**config.mk**
```make
export PLATFORM = sky130hd
export DESIGN_NAME = brf_ctrl
export DESIGN_NICKNAME = d
export VERILOG_FILES = /design/src/sv/brf_pkg.sv /design/src/sv/brf_ctrl.sv
export SDC_FILE = /design/constraint.sdc
export NUM_CORES = 1
export LEC_CHECK = 0
export BUFFER_PORTS_ARGS = -buffer_cell sky130_fd_sc_hd__buf_2
export CORE_AREA = 5 5 42 44
export CTS_CLUSTER_SIZE = 30
export DETAILED_ROUTE_END_ITERATION = 10
export DIE_AREA = 0 0 47 49
export HOLD_SLACK_MARGIN = 0.1
export PLACE_DENSITY = 0.52
export SETUP_SLACK_MARGIN = 0.15
export SYNTH_ARGS = -nofsm -noshare
export SYNTH_HDL_FRONTEND = slang
export SYNTH_SLANG_ARGS = --single-unit
```
**constraint.sdc**
```tcl
create_clock -name i_clk -period 1 [get_ports i_clk]
set_input_delay 0.05 -clock i_clk [delete_from_list [all_inputs] [get_ports i_clk]]
set_output_delay 0.05 -clock i_clk [all_outputs]
set_load 0.01 [all_outputs]
```
**src/sv/brf_pkg.sv**
```systemverilog
package brf_pkg;

    localparam int DEPTH   = 1024;
    localparam int PTR_W   = $clog2(DEPTH);
    localparam int USED_W  = 11;
    localparam int DATA_W  = 8;
    localparam int COUNT_W = 16;
    localparam int OP_W    = 2;
    localparam int STAT_W  = 3;

    typedef logic [OP_W-1:0]    t_op;
    typedef logic [DATA_W-1:0]  t_data;
    typedef logic [COUNT_W-1:0] t_count;
    typedef logic [STAT_W-1:0]  t_status;
    typedef logic [USED_W-1:0]  t_used;
    typedef logic [PTR_W-1:0]   t_ptr;

    localparam t_op OP_BURST = 2'd0;
    localparam t_op OP_WBYTE = 2'd1;
    localparam t_op OP_READ  = 2'd2;
    localparam t_op OP_CLEAR = 2'd3;

    localparam t_status ST_OK      = 3'd0;
    localparam t_status ST_LONG    = 3'd1;
    localparam t_status ST_NOSPACE = 3'd2;
    localparam t_status ST_EMPTY   = 3'd3;
    localparam t_status ST_DROP    = 3'd4;

    typedef struct packed {
        t_op  op;
        logic too_long;
        logic no_space;
        logic burst_open;
        logic full;
        logic empty;
    } t_dp_stat;

    typedef struct packed {
        logic    capture;
        logic    go;
        logic    wr;
        logic    rd;
        logic    set_ovf;
        logic    clr_ovf;
        logic    ld_burst;
        t_status status;
    } t_dp_cmd;

endpackage

```
**src/sv/brf_ctrl.sv**
```systemverilog
module brf_ctrl (
    input  logic              i_clk,
    input  logic              i_rst_n,
    input  logic              i_in_valid,
    output logic              o_in_ready,
    output logic              o_out_valid,
    input  logic              i_out_ready,
    input  brf_pkg::t_dp_stat i_stat,
    output brf_pkg::t_dp_cmd  o_cmd
);
    import brf_pkg::*;

    typedef enum logic [1:0] {
        S_IDLE = 2'b01,
        S_EXEC = 2'b10
    } t_state;

    t_state r_state, n_state;
    logic   r_out_valid;
    logic   capture, go;

    assign o_in_ready  = (r_state == S_IDLE);
    assign capture     = i_in_valid && o_in_ready;
    assign go          = (r_state == S_EXEC) && (!r_out_valid || i_out_ready);
    assign o_out_valid = r_out_valid;

    always_comb begin
        n_state = r_state;
        unique case (r_state)
            S_IDLE: if (capture) n_state = S_EXEC;
            S_EXEC: if (go) n_state = S_IDLE;
            default: n_state = S_IDLE;
        endcase
    end

    always_ff @(posedge i_clk) begin
        if (!i_rst_n) begin
            r_state     <= S_IDLE;
            r_out_valid <= 1'b0;
        end else begin
            r_state <= n_state;
            if (go) begin
                r_out_valid <= 1'b1;
            end else if (i_out_ready) begin
                r_out_valid <= 1'b0;
            end
        end
    end

    // request decode
    always_comb begin
        o_cmd          = '0;
        o_cmd.capture  = capture;
        o_cmd.go       = go;
        o_cmd.status   = ST_OK;
        unique case (i_stat.op)
            OP_BURST: begin
                if (i_stat.too_long) begin
                    o_cmd.status = ST_LONG;
                end else if (i_stat.no_space) begin
                    o_cmd.status  = ST_NOSPACE;
                    o_cmd.set_ovf = go;
                end else begin
                    o_cmd.ld_burst = go;
                end
            end
            OP_WBYTE: begin
                if (!i_stat.burst_open || i_stat.full) begin
                    o_cmd.status = ST_DROP;
                end else begin
                    o_cmd.wr = go;
                end
            end
            OP_READ: begin
                if (i_stat.empty) begin
                    o_cmd.status = ST_EMPTY;
                end else begin
                    o_cmd.rd = go;
                end
            end
            OP_CLEAR: o_cmd.clr_ovf = go;
            default: o_cmd.status = ST_OK;
        endcase
    end

endmodule

```
======== After elaboration in Yosys (flattened, before gate mapping) ========
Index checks and enable logic that the tools add are counted.
storage, ports and cells
  bits of input ports ..................... 11
  bits in latches ......................... 0
  ROM bits ................................ 0
  RAM bits ................................ 0
  memories kept ........................... 0
  bits in registers ....................... 3
cells by class
  equality and inequality tests ........... 7
  bitwise gates (word level) .............. 0
  div/mod/pow operators ................... 0
  $add $sub $neg .......................... 0
  shift-type cells ........................ 0
  reductions and logical operators ........ 9
  order comparisons ....................... 0
  muxes and demuxes ....................... 21
  $mul .................................... 0
operator list
  cell                                                   count
  2-to-1 mux 1 bit                                       13
  2-to-1 mux 2 bit                                       5
  one-hot mux 3 bit (3 select lines)                     1
  == test 2 bit, second input constant                   3
  == test 2 x 1 -> 1 bit, second input constant          2
  one-hot mux 2 bit (2 select lines)                     1
  2-to-1 mux 3 bit                                       1
  logical AND 1 bit                                      2
  logical NOT 1 bit                                      2
  logical NOT 2 bit                                      1
  logical OR 1 bit                                       2
  inequality test 2 x 1 -> 1 bit, second input constant  1
  inequality test 2 bit, second input constant           1
  AND reduction 2 bit                                    1
  nonzero test 2 bit                                     1

======== Longest topological paths before layout ========
  word-level depth ........................ 6
  mapped depth ............................ 3
  mapped depth without buffers ............ 2

======== Worst setup path after synthesis ========
No wires, ideal clock.
  path type ............................... reg2out
  start point ............................. register r_out_valid (netlist: o_out_valid)
  end point ............................... output o_cmd[6] (netlist name)
  stages on the path, launching flop included .. 3
  path slack .............................. -0.015 ns
  arrival ................................. 0.965 ns
  data required time ...................... 0.950 ns
  cells stage by stage .................... dfxtp_1 -> nor2b_1 -> nor4_1
RTL lines
  element                 line            source
  from (decl)             brf_ctrl.sv:19  logic r_out_valid;
  from (signal assigned)  brf_ctrl.sv:39  r_out_valid <= 1'b0;
  from (signal assigned)  brf_ctrl.sv:43  r_out_valid <= 1'b1;
  from (signal assigned)  brf_ctrl.sv:45  r_out_valid <= 1'b0;
  to (decl)               brf_ctrl.sv:9   output brf_pkg::t_dp_cmd o_cmd

==> run summary <==
Status = complete, but fails checks
Violations in the final reports = negative setup slack
Count of yosys warnings during synthesis = 0
Ordered cell list for the critical path = nand2b_4 > nor4_4 > buf_2
DP HPWL = 655 um
Number of unique standard cell types used by synthesis = 19
Post-placement cell area = 447 um^2
Synthesis-to-finish area growth = 115%
Ranking of synthesized cells by instance count = sky130_fd_sc_hd__nand2b_1 (4), sky130_fd_sc_hd__dfxtp_1 (3), sky130_fd_sc_hd__nor2b_1 (3), sky130_fd_sc_hd__nor3_1 (3)
Combinational Power Share = 27.2%
Worst Hold Margin = 0.139 ns
Kind of cell with the highest combined delay on the critical path = simple AND/OR/NAND/NOR gates
Number of detailed-route iterations in the first pass = 2
Average detailed-routed wire length per instance = 10.6 um
Worst Hold Class = in2reg
Count of inserted antenna diode cells = 0
TritonCTS Buffers = 3
Data required time at the worst endpoint = 0.95 ns
Data arrival time at the worst-slack endpoint = 1.10 ns
Placeable core region = 1400 um^2
Min Clock Period, post-route = 1.15 ns
Net Switching = 126 uW
DRC violations left = 0
Library cell occupying the most area in the post-synthesis netlist = sky130_fd_sc_hd__dfxtp_1
Input/output buffers = 22
# H-tree levels = 1
Clk pwr share = 44.5%
Leading cell types by total area after synthesis = sky130_fd_sc_hd__dfxtp_1 (24%), sky130_fd_sc_hd__nand2b_1 (10%), sky130_fd_sc_hd__nor2b_1 (7.6%), sky130_fd_sc_hd__nor3_1 (6.1%), sky130_fd_sc_hd__buf_4 (6.1%)
Static leakage = 0.000241 uW
Share of final-layout standard cells stronger than drive strength 1 = 71.0%
Number of fillers in the final layout = 148
P_int = 346 uW
Tightest Pin Transition = 0.258 ns
Initial standard-cell utilization of the core = 17.7%
Die W = 47 um
Highest cell delay on the worst timing path = 0.31 ns
Slew Limit Fails = 0
Max frequency = 0.872 GHz
GR Util All Layers = 7.53%
Post-synthesis average cell area = 7.74 um^2
Critical register-to-register path startpoint = r_state[0]
Post-synth EDFFs = 0
Clock transition at the register clock pins on the worst setup and hold paths after CTS = 0.04 ns
Routed Wire Length = 829 um
Proportion of synthesized flip-flops having asynchronous set or reset = 0%
Post-Syn Instances = 32
Area of all sequential standard cells = 63.8 um^2
Die Area = 2300 um^2
Critical path peak fanout = 7
Antenna violations before repair = 0
Final-report hold violation count = 0
Finish-stage setup viols = 8
Clock tree buffer depth = 2
Post-layout utilization of the core = 37.9%
Cell Pwr Density = 889 nW/um^2
TritonCTS clock tree = yes
Area occupied by multi-input gates = 254 um^2
Number of clock sinks = 3
Vias per std cell = 4.55
Crit-path slowest cell = sky130_fd_sc_hd__dfxtp_2
Drt first-iter violations = 3
Post-route setup TNS = -0.657 ns
Crit path setup slack, layout = -0.147 ns
Die height = 49 um
Worst vdd ir = 0.449 mV
Share of the synthesized area in the top cell type = 24.2%
Path type of the worst setup path = reg2out
Worst hold path startpoint = i_out_ready
Buffer type at the clock tree root = sky130_fd_sc_hd__clkbuf_4
Kind of start point of the critical path = register
Unrepaired setup endpoints after global routing = yes
Switch share = 26.7%
Final ANT Viol Nets = 0
Worst-skew pair later-pin latency = 0.23 ns
Sequential element share of the synthesized area = 24.2%
Sum of internal, switching and leakage power = 473 uW
FF+latch count, synth = 3
Weighted congestion at the end of routability-driven global placement = 0.727
Fraction of power consumed by sequential logic = 28.3%
Net count reported at finish = 74
Max-cap violation count = 0
Total vias in the final route = 355
Synthesized Nets = 43
Mapped Area = 248 um^2
Post-layout instance area = 532 um^2
Largest net degree at the start of global routing = 8
Worst setup startpoint = r_state[0]
Crit path capture type = output port
Most repeated cell in the gate-level netlist after synthesis = sky130_fd_sc_hd__nand2b_1
Period Utilization, post-route = 115%
Io pins = 23
GRT overflow = 0
Relative slew margins = 82.8%
Buf+Inv Stages, Crit Path = 1
Primary flip-flop cell chosen by synthesis mapping = sky130_fd_sc_hd__dfxtp_1
Vias in the first global route = 336
Number of core rows = 14
Global-route wire length before repair = 1280 um
Worst Skew = 0.00352 ns
-- power by group through the flow --
stage                     sequential (uW)  combinational, uW  clock [uW]
after floorplan                       134               54.1           0
after global routing                  134                141         230
after detailed placement              136                107           0
final                                 134                129         210
after global placement                136                107           0
after CTS                             133                126         223
-- routing by layer --
metal  vias to the layer above  global-route usage [%]  part of all wire (%)
met5                         -                       0                     0
met1                       157                    8.33                    37
met2                        19                    10.9                    42
met3                         0                    3.32                    20
met4                         0                    5.53                     0
li1                        179                       -                     -
-- cell usage in the layout, fill, tap and decap left out, drive strengths merged --
cell type	netlist	final
or4b	1	1
o21a	1	1
or3b	1	1
nand3b	1	1
nor4	2	2
or4	1	1
dfxtp	3	3
nor3	3	3
nor2	1	1
a21oi	2	2
dlygate4sd3	0	1
clkbuf	0	4
nand2	2	2
a21boi	1	1
nor4bb	1	1
buf	2	27
o21ai	1	1
and3b	1	1
nor3b	1	1
nand2b	4	4
nor2b	3	3
-- metrics by stage --
stage,std cells,setup slack (ns)
after CTS,78,-0.156
after detailed placement,70,-0.0222
after global routing,78,-0.204
after floorplan,32,0.138
final,78,-0.147
after global placement,70,-0.0111
-- sequential cells by signal, indices dropped and copies added, names as in the netlist --
register / flops
o_out_valid: 1
r_state: 2
-- logic make-up after synthesis --
logic type	count (synthesis)	share of synthesized area [%]
and+or+nand+nor	22	57.6
buffers and inverters	2	6.06
AOI/OAI and AO/OA	5	12.1
DFF	3	24.2
-- what timing repair did --
action | CTS | global route
hold buffers | 1 | 0
setup buffers | 3 | 0
gates resized for setup | 4 | 3
setup endpoints to repair | 11 | 12
pin swaps | 6 | 4
endpoints found under the hold margin | 3 | 0
-- worst reg2reg max path, stage by stage (launching register included) --
cell and delay [ns]:
sky130_fd_sc_hd__dfxtp_2 0.31, sky130_fd_sc_hd__buf_6 0.11, sky130_fd_sc_hd__and3b_1 0.18, sky130_fd_sc_hd__buf_4 0.14, sky130_fd_sc_hd__o21a_1 0.15
-- cell type report --
class / instances / area share, %
Sequential cell: 3 / 12.0
Clock buffer: 4 / 4.94
Timing Repair Buffer: 28 / 31.5
Multi-Input combinational cell: 27 / 47.8
Tap cell: 16 / 3.76
-- final timing paths --
kind | endpoint | slack, ns | depth (start not counted)
hold reg to reg | r_state[0] | 0.58 | 3
setup / recovery | o_cmd[7] | -0.15 | 3
setup reg to reg | r_state[1] | -0.01 | 4
hold / removal | r_state[0] | 0.14 | 3
No activity file was read; power rests on OpenSTA's default activity.
